## src/hdl/rpd_pkg.sv

```systemverilog
// ----------------------------------------------------------------------------
// rpd_pkg
// Shared types, constants and helpers for the remote serial packet deframer.
// ----------------------------------------------------------------------------
package rpd_pkg;

	localparam int BUFFER_BYTES = 512;
	localparam int LEN_W = 9;
	localparam logic [LEN_W-1:0] LIMIT_CAP = LEN_W'(BUFFER_BYTES - 1);
	localparam logic [LEN_W-1:0] MAX_PAYLOAD_RST = 9'd511;

	localparam logic [7:0] CH_START = 8'h24;
	localparam logic [7:0] CH_END = 8'h23;
	localparam logic [7:0] CH_ACK = 8'h2B;
	localparam logic [7:0] CH_NAK = 8'h2D;

	localparam logic [1:0] KIND_DATA = 2'd0;
	localparam logic [1:0] KIND_GOOD = 2'd1;
	localparam logic [1:0] KIND_BAD = 2'd2;

	typedef enum logic [3:0] {
		PH_HUNT = 4'b0001,
		PH_DATA = 4'b0010,
		PH_HI = 4'b0100,
		PH_LO = 4'b1000
	} rpd_phase_t;

	typedef struct packed {
		logic has;
		logic [1:0] kind;
		logic [7:0] data_byte;
		logic [LEN_W-1:0] payload_len;
		logic [7:0] reply_char;
		logic link_seen;
	} rpd_res_t;

	// Returns {invalid, value} for one hex digit of either case.
	function automatic logic [4:0] hex_decode(input logic [7:0] b);
		logic [4:0] r;
		r = 5'b10000;
		if (b >= 8'h30 && b <= 8'h39) begin
			r = {1'b0, 4'(b - 8'h30)};
		end else if (b >= 8'h61 && b <= 8'h66) begin
			r = {1'b0, 4'(b - 8'h57)};
		end else if (b >= 8'h41 && b <= 8'h46) begin
			r = {1'b0, 4'(b - 8'h37)};
		end
		return r;
	endfunction

endpackage

```

## src/hdl/rpd_engine.sv

```systemverilog
// ----------------------------------------------------------------------------
// rpd_engine
// Framing state machine: decides the result for the byte in the input stage
// and updates the packet state when that byte moves on.
// ----------------------------------------------------------------------------
module rpd_engine
	import rpd_pkg::*;
(
	input logic clk,
	input logic arst_n,
	input logic step,
	input logic [7:0] byte_in,
	input logic [LEN_W-1:0] limit,
	output rpd_res_t res
);

	rpd_phase_t phase_q, phase_d;
	logic [7:0] sum_q, sum_d;
	logic [LEN_W-1:0] count_q, count_d;
	logic [3:0] hi_q, hi_d;
	logic err_q, err_d;
	logic conn_q, conn_d;
	logic [4:0] hex;
	logic good;

	assign hex = hex_decode(byte_in);
	assign good = !err_q && !hex[4] && ({hi_q, hex[3:0]} == sum_q);

	always_comb begin
		phase_d = phase_q;
		sum_d = sum_q;
		count_d = count_q;
		hi_d = hi_q;
		err_d = err_q;
		conn_d = conn_q;
		res = '0;
		unique case (phase_q)
			PH_HUNT: begin
				if (byte_in == CH_START) begin
					phase_d = PH_DATA;
					sum_d = '0;
					count_d = '0;
					hi_d = '0;
					err_d = 1'b0;
				end
			end
			PH_DATA: begin
				if (byte_in == CH_END) begin
					phase_d = PH_HI;
				end else if (count_q < limit) begin
					count_d = count_q + 1'b1;
					sum_d = sum_q + byte_in;
					res.has = 1'b1;
					res.kind = KIND_DATA;
					res.data_byte = byte_in;
					res.link_seen = conn_q;
				end
			end
			PH_HI: begin
				err_d = hex[4];
				hi_d = hex[4] ? 4'd0 : hex[3:0];
				phase_d = PH_LO;
			end
			PH_LO: begin
				conn_d = conn_q | good;
				phase_d = PH_HUNT;
				res.has = 1'b1;
				res.kind = good ? KIND_GOOD : KIND_BAD;
				res.payload_len = count_q;
				res.reply_char = good ? CH_ACK : CH_NAK;
				res.link_seen = conn_q | good;
			end
			default: begin
				phase_d = PH_HUNT;
			end
		endcase
	end

	always_ff @(posedge clk or negedge arst_n) begin
		if (!arst_n) begin
			phase_q <= PH_HUNT;
			sum_q <= '0;
			count_q <= '0;
			hi_q <= '0;
			err_q <= 1'b0;
			conn_q <= 1'b0;
		end else if (step) begin
			phase_q <= phase_d;
			sum_q <= sum_d;
			count_q <= count_d;
			hi_q <= hi_d;
			err_q <= err_d;
			conn_q <= conn_d;
		end
	end

endmodule

```

## src/hdl/rsp_packet_deframer.sv

```systemverilog
// ----------------------------------------------------------------------------
// rsp_packet_deframer
// Receives serial bytes, strips packet framing, checks the two-digit hex
// checksum and reports payload bytes and packet end status.
// ----------------------------------------------------------------------------
// Channel   Handshake              Payload
// rx        rx_valid / rx_ready    rx_byte
// res       res_valid / res_ready  kind, data_byte, payload_len, reply_char,
//                                  link_seen
// cfg       cfg_we                 cfg_data (max_payload)
//
// One byte is accepted per cycle unless a stalled result holds the input
// register. A byte passes an input register and then a result register.
// A stalled result holds the result register while the input register can
// still take one more byte. Reset returns to hunting for a start mark and
// sets max_payload to 511.
// ----------------------------------------------------------------------------
module rsp_packet_deframer
	import rpd_pkg::*;
(
	input logic clk,
	input logic arst_n,
	input logic rx_valid,
	output logic rx_ready,
	input logic [7:0] rx_byte,
	output logic res_valid,
	input logic res_ready,
	output logic [1:0] kind,
	output logic [7:0] data_byte,
	output logic [LEN_W-1:0] payload_len,
	output logic [7:0] reply_char,
	output logic link_seen,
	input logic cfg_we,
	input logic [LEN_W-1:0] cfg_data
);

	logic [LEN_W-1:0] max_payload_q;
	logic [LEN_W-1:0] limit;
	logic valid_s1;
	logic [7:0] byte_s1;
	logic res_valid_q;
	rpd_res_t res_q;
	rpd_res_t res;
	logic out_free;
	logic move;
	logic load;

	assign limit = (max_payload_q < LIMIT_CAP) ? max_payload_q : LIMIT_CAP;
	assign out_free = !res_valid_q || res_ready;
	assign move = valid_s1 && (!res.has || out_free);
	assign load = move && res.has;
	assign rx_ready = !valid_s1 || move;

	rpd_engine u_engine (
		.clk(clk),
		.arst_n(arst_n),
		.step(move),
		.byte_in(byte_s1),
		.limit(limit),
		.res(res)
	);

	always_ff @(posedge clk or negedge arst_n) begin
		if (!arst_n) begin
			max_payload_q <= MAX_PAYLOAD_RST;
		end else if (cfg_we) begin
			max_payload_q <= cfg_data;
		end
	end

	always_ff @(posedge clk or negedge arst_n) begin
		if (!arst_n) begin
			valid_s1 <= 1'b0;
		end else if (rx_ready) begin
			valid_s1 <= rx_valid;
		end
	end

	always_ff @(posedge clk) begin
		if (rx_ready && rx_valid) begin
			byte_s1 <= rx_byte;
		end
	end

	always_ff @(posedge clk or negedge arst_n) begin
		if (!arst_n) begin
			res_valid_q <= 1'b0;
			res_q <= '0;
		end else if (load) begin
			res_valid_q <= 1'b1;
			res_q <= res;
		end else if (res_ready) begin
			res_valid_q <= 1'b0;
		end
	end

	assign res_valid = res_valid_q;
	assign kind = res_q.kind;
	assign data_byte = res_q.data_byte;
	assign payload_len = res_q.payload_len;
	assign reply_char = res_q.reply_char;
	assign link_seen = res_q.link_seen;

endmodule

```

## config.mk

```make
export PLATFORM = sky130hd
export DESIGN_NAME = rsp_packet_deframer
export DESIGN_NICKNAME = d
export VERILOG_FILES = /design/src/hdl/rpd_pkg.sv /design/src/hdl/rpd_engine.sv /design/src/hdl/rsp_packet_deframer.sv
export SDC_FILE = /design/constraint.sdc
export NUM_CORES = 1
export LEC_CHECK = 0
export BUFFER_PORTS_ARGS = -buffer_cell sky130_fd_sc_hd__clkbuf_2
export CAP_MARGIN = 20
export CORE_MARGIN = 3
export CORE_UTILIZATION = 45
export CTS_CLUSTER_DIAMETER = 60
export DETAILED_ROUTE_END_ITERATION = 7
export SETUP_SLACK_MARGIN = 0.4
export SLEW_MARGIN = 20
export SYNTH_ARGS = -nofsm -noshare
export SYNTH_HDL_FRONTEND = slang
export SYNTH_HIERARCHICAL = 1
export SYNTH_SLANG_ARGS = --single-unit
```

## constraint.sdc

```tcl
create_clock -name clk -period 8.86 [get_ports clk]
set_input_delay 0.886 -clock clk [delete_from_list [all_inputs] [get_ports clk]]
set_output_delay 0.886 -clock clk [all_outputs]
set_load 0.01 [all_outputs]
```

==> impl_summary.md, run 1 <==
Clock tree
The maximum count of clock buffers along a single path is 2. The H-tree was split into 3 levels. The root buffer cell is sky130_fd_sc_hd__clkbuf_8. The post-CTS setup buffer count is 0. The post-CTS clock slew at the launch and capture registers of the worst setup and hold paths is 80 ps. The clock reaches the later pin of the worst-skew pair after 350 ps.

The post-cts gate resize count is 0. The clock buffer count from CTS is 9. TritonCTS built the clock tree.

For this design, the CTS-stage hold fixing added 0 buffers. The clock sink count is between 70 and 80.

Critical path
The critical register-to-register path endpoint is u_engine/count_q[4]. The signal on the critical path passes through inv_1 > ha_1 > and4_1 > nand4_1 > and2_1 > nor4b_2 > or2_2 > a21boi_0 > nand2b_1 > nor4_4 > nand2_1 > nor2_1 > mux2i_1. The worst register-to-register path has a setup slack of 4940 ps. On the critical path, the stage with the largest delay is an instance of sky130_fd_sc_hd__a21boi_0. In this run the critical register-to-register path is launched from max_payload_q[7].

STA classifies the critical path startpoint as a flop. STA classifies the critical path endpoint as a flop. Along the worst path, the maximum fanout reaches 11. STA puts the critical path data required time at 9120 ps. The depth of the most critical reg-to-reg path is 13. The kind of critical path is flop to flop. Data arrives at the worst endpoint at approximately 4200 ps. The peak per-stage delay on the critical path is 620 ps.

Floorplanning
52 I/O pins were placed. The floorplan step defined a die boundary enclosing about 10,000 um2. The height of the chip is around 100 um. The number of rows in the core area is 34. The core area is 8810 um2. For this configuration, the core starts out at a cell density of 0.467. The horizontal die dimension is 102 um.

STA
The number of pins exceeding their max-slew limit in the final report was 0. At the pin with the least slew margin, the transition time is 815 ps. The final worst clock skew is around 9.6 ps. The total negative slack for setup checks is 0 ps. Setup repair after global routing left no endpoint under its margin. The normalized max-slew margin is 0.457. The final count of hold timing violations was 0. The highest attainable clock frequency is 255 MHz.

Counting I/O delays and the setup requirement, the final critical path takes 3920 ps. The final cycle utilization of the critical path is 0.443. Setup violations remaining at the end of the flow were counted as 0. The tightest hold path in the finished design has a slack of between 400 and 500 ps.

Yosys
In the post-synthesis netlist, the cell with the most instances is sky130_fd_sc_hd__dfrtp_1. The number of synthesized flops with an enable pin is 8. The gate count of the mapped netlist is 365. Synthesis inferred 74 register bits. The fraction of synthesized cell area taken by the top area cell type is 0.341. The synthesized netlist occupies a cell area of 4110 um2. The average instance in the mapped netlist occupies 11.3 um2. By area the synthesized netlist is led by sky130_fd_sc_hd__dfrtp_1 (34%), sky130_fd_sc_hd__mux2_4 (7.3%), sky130_fd_sc_hd__dfstp_2 (6.4%).

After synthesis, the share of flip-flops with an asynchronous set or reset is 0.892. The total number of yosys warnings is 6. The number of different library cells used by synthesis comes to 57. The commonest cells after synthesis are sky130_fd_sc_hd__dfrtp_1 (56), sky130_fd_sc_hd__and2_1 (23). The sequential-to-total area share from yosys stat is 0.463. Summed over all instances, the cell type with the most area after synthesis is sky130_fd_sc_hd__dfrtp_1. The most used flip-flop cell after synthesis is sky130_fd_sc_hd__dfrtp_1.

Pwr
Power spread over the standard cell area amounts to 233 nW/um2. The leakage dissipation is 2.19 nW. The largest vdd supply drop is ~120 uV.

Min path
For hold timing, the worst endpoint is u_engine/conn_q. The number of cells on the worst hold path is 1. In this run the most critical hold path is launched from u_engine/conn_q. The class of the tightest hold or removal check is flop to flop.

Finish
Of the cells placed in the final design, the portion with a size suffix greater than 1 is 0.309. Counting the fill cells in the layout gives 800. Across the whole layout, storage elements account for 1900 um2. The final standard cell count with taps included and fillers excluded is about 520. The final layout contains 448 nets. The repair_antennas step left the layout with diodes totalling 0. Summing all multi-input logic gate instances after layout gives ~2000 um2. The area growth from synthesis to layout is 10.6%.

Detailed routing
After detailed routing, the average wire length per cell comes to 15.2 um. The number of vias per cell is 5.24. The remaining number of nets flagged by the antenna check after routing is 0. The total vias in the final route is 2,721. The first TritonRoute pass finished after 4 iterations.

In the routed design, unresolved DRC markers number 0. Summed over all layers, the routed wires come to 7890 um. The number of DRC markers after the initial detailed-route iteration is 104.

GRT
The pin count of the biggest net entering global routing is 67. The initial antenna violation count is 0. In the global route stage, overall resource usage came out at 0.163. The number of global-route vias before repair was 2,703. After global routing the overflow that remains totals 0. The first global-routing pass estimated 13,100 um of wire.

Placement
The placer congestion estimate is 0.897. Once detailed placement completed, the half-perimeter wirelength came to slightly below 6000 um. Port buffering added 51 buffers. After detailed placement, the design holds a cell count of between 500 and 600.

Run
The count of maximum capacitance violations is 0.

Status
The flow ran to the end, and the final reports show no timing, DRC or antenna violations.
worst max path at each step:
stage / to / slack (ps) / startpoint / cells past startpoint
floorplan: u_engine/count_q[8] / 5310 / max_payload_q[8] / 15
global placement: u_engine/count_q[4] / 5140 / max_payload_q[8] / 13
detailed placement: u_engine/sum_q[4] / 5000 / max_payload_q[8] / 13
CTS: u_engine/count_q[4] / 4920 / max_payload_q[8] / 13
global route: u_engine/sum_q[4] / 4470 / max_payload_q[8] / 13
finish: u_engine/count_q[4] / 4940 / max_payload_q[7] / 13
cells by family (layout without fill, tap and decap cells):
kind of cell	count (synthesis)	count (layout)	share of synthesized area
xor+xnor	19	19	0.0405
mux	40	40	0.127
compound gates	50	50	0.0795
simple gates	120	120	0.172
flops	74	74	0.463
other cells	1	3	0.000912
buf+inv	41	85	0.0539
fa+ha+maj	20	20	0.0627
metrics by stage:
step / worst slack [ps] / utilization / cell area (um2) / power [mW]
after floorplan: 5310 / - / 4120 / 0.725
after global placement: 5140 / 0.495 / 4360 / 0.808
after detailed placement: 5000 / 0.495 / 4360 / 0.818
after CTS: 4920 / 0.516 / 4550 / 1.08
after global routing: 4470 / 0.516 / 4550 / 1.14
final: 4940 / 0.516 / 4550 / 1.06
cell usage in the layout, fill, tap and decap left out, types with 2 or more instances in the layout:
cell	instances
sky130_fd_sc_hd__mux2i_1	2
sky130_fd_sc_hd__edfxtp_1	8
sky130_fd_sc_hd__a21o_1	5
sky130_fd_sc_hd__ha_1	19
sky130_fd_sc_hd__nor3_1	3
sky130_fd_sc_hd__nor2b_1	4
sky130_fd_sc_hd__a21boi_0	3
sky130_fd_sc_hd__nand3b_1	2
sky130_fd_sc_hd__clkbuf_2	51
sky130_fd_sc_hd__nand2b_1	4
sky130_fd_sc_hd__nand4_1	4
sky130_fd_sc_hd__nor2_1	20
sky130_fd_sc_hd__and3_1	4
sky130_fd_sc_hd__inv_1	17
sky130_fd_sc_hd__mux2_4	20
sky130_fd_sc_hd__dfrtp_1	56
sky130_fd_sc_hd__o31ai_1	4
sky130_fd_sc_hd__o21ai_0	8
sky130_fd_sc_hd__nor4_4	2
sky130_fd_sc_hd__nand2_1	20
sky130_fd_sc_hd__o21ai_1	8
sky130_fd_sc_hd__mux2_2	18
sky130_fd_sc_hd__nand3_1	20
sky130_fd_sc_hd__or2_2	2
sky130_fd_sc_hd__clkbuf_1	3
sky130_fd_sc_hd__conb_1	3
sky130_fd_sc_hd__clkbuf_8	10
sky130_fd_sc_hd__xnor2_1	7
sky130_fd_sc_hd__a21oi_1	11
sky130_fd_sc_hd__and2_1	23
sky130_fd_sc_hd__dfstp_2	10
sky130_fd_sc_hd__xor2_1	12
sky130_fd_sc_hd__o21bai_1	2
critical path: cells and delay by family (launching register included):
kind	cells	cell delay (ps)
AOI/OAI and AO/OA	1	620
adders and majority gates	1	280
DFF	1	530
buffers and inverters	1	40
muxes	1	200
and+or+nand+nor	9	2160
flip-flops by register name (all words and copies together) (netlist names):
register	count
byte_s1	8
payload_len	9
valid_s1	1
u_engine/sum_q	8
u_engine/err_q	1
max_payload_q	9
kind	2
link_seen	1
reply_char	8
data_byte	8
u_engine/conn_q	1
u_engine/phase_q	4
u_engine/count_q	9
u_engine/hi_q	4
res_valid	1
per-layer routing:
layer / vias up / part of all wire / track usage
met5: - / 0 / 0
met4: 0 / 0.018 / 0.0706
met3: 11 / 0.030 / 0.0317
met2: 41 / 0.47 / 0.254
met1: 1341 / 0.48 / 0.223
li1: 1328 / - / -
cell type report:
type	instances	area share
Multi-Input combinational cell	252	0.438
Sequential cell	74	0.419
Timing Repair Buffer	52	0.0578
Clock buffer	13	0.0328
Tap cell	108	0.0297
Inverter	17	0.0140
Clock inverter	3	0.00853
power by group:
group          internal (mW)  leakage (nW)  switching [mW]
Combinational          0.163          1.15           0.170
Sequential             0.412         0.941          0.0618
Clock                  0.137        0.0951           0.117
Total                  0.712          2.19           0.348
Power figures use the tool's default switching activity.
==> inputs of run 2 (changes only) <==
--- a/config.mk
+++ b/config.mk
@@ -11,6 +11,7 @@
 export CORE_UTILIZATION = 45
 export CTS_CLUSTER_DIAMETER = 60
 export DETAILED_ROUTE_END_ITERATION = 7
+export PLACE_DENSITY = 0.67
 export SETUP_SLACK_MARGIN = 0.4
 export SLEW_MARGIN = 20
 export SYNTH_ARGS = -nofsm -noshare
==> constraint.sdc (replaced) <==
create_clock -name clk -period 3.2 [get_ports clk]
set_input_delay 0.32 -clock clk [delete_from_list [all_inputs] [get_ports clk]]
set_output_delay 0.32 -clock clk [all_outputs]
set_load 0.01 [all_outputs]
==> impl_summary.md, run 2 (synthesis results as in run 1) <==
STA
The final setup violation count is 0 (unchanged). The final cycle utilization of the critical path is 0.912 (+0.469). The total negative slack for setup checks is 0 ps (unchanged). The worst hold slack across all endpoints was 116 ps (-363 ps). The worst-margin pin slew is 968 ps (+153 ps). The normalized max-slew margin is 0.355 (-0.102).

The final count of hold timing violations came to 0 (unchanged). The final worst clock skew is 7.63 ps (-2.01 ps). The number of pins exceeding their max-slew limit in the final report is 0 (unchanged). Setup repair after global routing could not meet its margin everywhere. The highest attainable clock frequency is 343 MHz (+34%).

The time the final worst path needs with I/O delays and setup is 2920 ps (-1000 ps).

Pwr
The largest vdd supply drop is 292 uV (+140%). The total power per unit cell area came to 647 nW/um2 (+180%). The total power consumption of the routed design is 3.30 mW (+210%). The leakage dissipation is 2.40 nW (+9.8%).

Clock tree
The cell sitting at the root of the clock tree is a sky130_fd_sc_hd__clkbuf_8. The count of hold buffers inserted by post-cts repair was 0 (unchanged). The CTS H-tree depth is 3 (unchanged). The clock latency at the later pin of the worst-skew pair is 350 ps (about the same). The clock sink count is 74 (unchanged). The maximum count of clock buffers along a single path is 2 (unchanged). The CTS tree is yes.

The post-CTS clock slew at the launch and capture registers of the worst setup and hold paths is 80 ps (about the same). The clock buffer count from CTS is 9 (unchanged).

GRT
The number of global-route vias before repair is 2,806 (+3.8%). The pin count of the biggest net entering global routing is 38 (-43%). The met1 capacity usage during global routing is 0.243 (+0.0209). The met3 track utilization from global routing is 0.0269 (-0.00482). The global-route wire length before repair was 14,200 um (+7.9%). The initial antenna violation count is 0 (unchanged). The met2 capacity usage during global routing is 0.272 (+0.0176). The global route total overflow is 0 (unchanged). After global routing, the most crowded layer is met2.

The all-layer global routing usage is 0.174 (+0.0106).

Critical path
The critical path is of the flop to flop type. The critical path data arrival time was 3170 ps (-1010 ps). STA classifies the critical path endpoint as a flop. The worst-path maximum fanout came to 5 (-6). The data required time of the critical path is 3460 ps (-5660 ps). The launching element type of the critical path is a flop.

Floorplanning
The starting density of the core was 0.467 (unchanged). The height of the chip came to 102 um (unchanged). The horizontal die dimension is 102 um (unchanged).

The core area came to 8810 um2 (unchanged). The number of rows in the core area came to 34 (unchanged). The area of the die came to 10,300 um2 (unchanged). The I/O pin count is 52 (unchanged).

Finish
The core occupancy in the finished layout is 0.580 (+0.0637). In the layout the commonest cells are sky130_fd_sc_hd__dfrtp_1 (56), sky130_fd_sc_hd__clkbuf_2 (51), sky130_fd_sc_hd__and2_1 (21), sky130_fd_sc_hd__mux2_4 (20), sky130_fd_sc_hd__nor2_1 (19). The most common cell after layout, fill and taps aside is sky130_fd_sc_hd__dfrtp_1. The count of nets after finishing was 475 (+6.0%). The number of inserted filler cells in the final layout came to 747 (-6.6%). The share of final-layout standard cells stronger than drive strength 1 was 0.450 (+0.141). The sequential cell area in the final layout is 1900 um2 (unchanged). The signed area change from the synthesized netlist to the final layout is 24.2%. The area used by multi-input combinational logic is 2230 um2 (+12%).

The number of antenna diodes was 0 (unchanged).

Detailed routing
The average detailed-routed wire length per instance is 15.9 um (+4.9%). The remaining number of nets flagged by the antenna check after routing came to 0 (unchanged). The number of vias per cell is 5.28 (+0.71%). The number of DRC markers after the initial detailed-route iteration was 125 (+20%). The total vias in the final route came to 2,883 (+6.0%). The length of the first detailed-routing pass in iterations came to 4 (unchanged).

The wire length reported by the detailed router was 8710 um (+10%). The DRC violation count after routing was 0 (unchanged).

Min path
The class of the tightest hold or removal check is primary input to async pin.

Status
The flow ran to the end, and the final reports show no timing, DRC or antenna violations.

Placement
The number of port buffers came to 51 (unchanged). The placed wire-length estimate after detailed placement is 6060 um (+4.7%). The placer congestion estimate came to 0.853 (-4.9%).

Run
The count of maximum capacitance violations is 0 (unchanged).
run 2: changes by cell type in the layout (fill, tap and decap cells not counted), moves of 5 or more:
cell / delta
sky130_fd_sc_hd__buf_4: +15
sky130_fd_sc_hd__buf_6: +7
sky130_fd_sc_hd__ha_1: -5
sky130_fd_sc_hd__ha_4: +5
sky130_fd_sc_hd__inv_1: -5
sky130_fd_sc_hd__inv_2: +5
sky130_fd_sc_hd__nand2_1: -5
sky130_fd_sc_hd__nand3_1: -9
sky130_fd_sc_hd__nand3_2: +8
run 2: path summary, 6_finish.rpt:
| check | slack, ps | endpoint | depth (start not counted) | from |
|---|---|---|---|---|
| min in group clk | 140 | byte_s1[4] | 1 | rx_byte[4] |
| min reg2reg | 470 | u_engine/conn_q | 1 | u_engine/conn_q |
| max | 280 | u_engine/sum_q[4] | 15 | max_payload_q[2] |
| min | 120 | data_byte[7] | 1 | arst_n |
| max in group asynchronous | 2260 | reply_char[0] | 2 | arst_n |
| max reg2reg | 280 | u_engine/sum_q[4] | 15 | max_payload_q[2] |
run 2: repair_timing:
| action | in CTS | in global routing |
|---|---|---|
| endpoints found under the setup margin | 22 | 60 |
| buffers inserted | 5 | 4 |
| gates resized for setup | 19 | 29 |
| gates cloned | 1 | 4 |
| pin swaps | 14 | 6 |
run 2: power breakdown:
part / switching [mW] / internal, mW
Combinational: 0.578 / 0.607
Sequential: 0.182 / 1.14
Clock: 0.360 / 0.437
run 2: worst max-delay path: stages (launching register included):
cell and delay [ps]:
sky130_fd_sc_hd__dfstp_2 550, sky130_fd_sc_hd__inv_2 40, sky130_fd_sc_hd__ha_4 250, sky130_fd_sc_hd__nand2_1 40
sky130_fd_sc_hd__o21ai_1 150, sky130_fd_sc_hd__nand4_1 110, sky130_fd_sc_hd__and2_4 170, sky130_fd_sc_hd__nor4b_4 130
sky130_fd_sc_hd__or2_4 260, sky130_fd_sc_hd__a21boi_4 150, sky130_fd_sc_hd__nand2b_1 110, sky130_fd_sc_hd__nor4_4 280
sky130_fd_sc_hd__buf_4 190, sky130_fd_sc_hd__a21oi_4 60, sky130_fd_sc_hd__buf_6 150, sky130_fd_sc_hd__o31ai_2 200
run 2: per-layer routing:
layer	share of wire	vias to the layer above
li1	-	1382
met1	0.47	1427
met2	0.49	66
met3	0.033	8
met4	0.013	0
met5	0	-
run 2: area by class of cell:
cell class	instances	share of cell area
inverter	17	0.0125
timing repair buffer	79	0.110
clock buffer	9	0.0243
tap	108	0.0265
clock inverter	7	0.0184
multi-input combinational	252	0.436
sequential	74	0.373
run 2: through the flow:
stage / instance area (um2) / setup WS (ps) / instances
floorplan: 4200 / 30.0 / 367
global placement: 4520 / 256 / 516
detailed placement: 4520 / 150 / 516
CTS: 4890 / 346 / 538
global route: 5110 / 146 / 546
finish: 5110 / 282 / 546
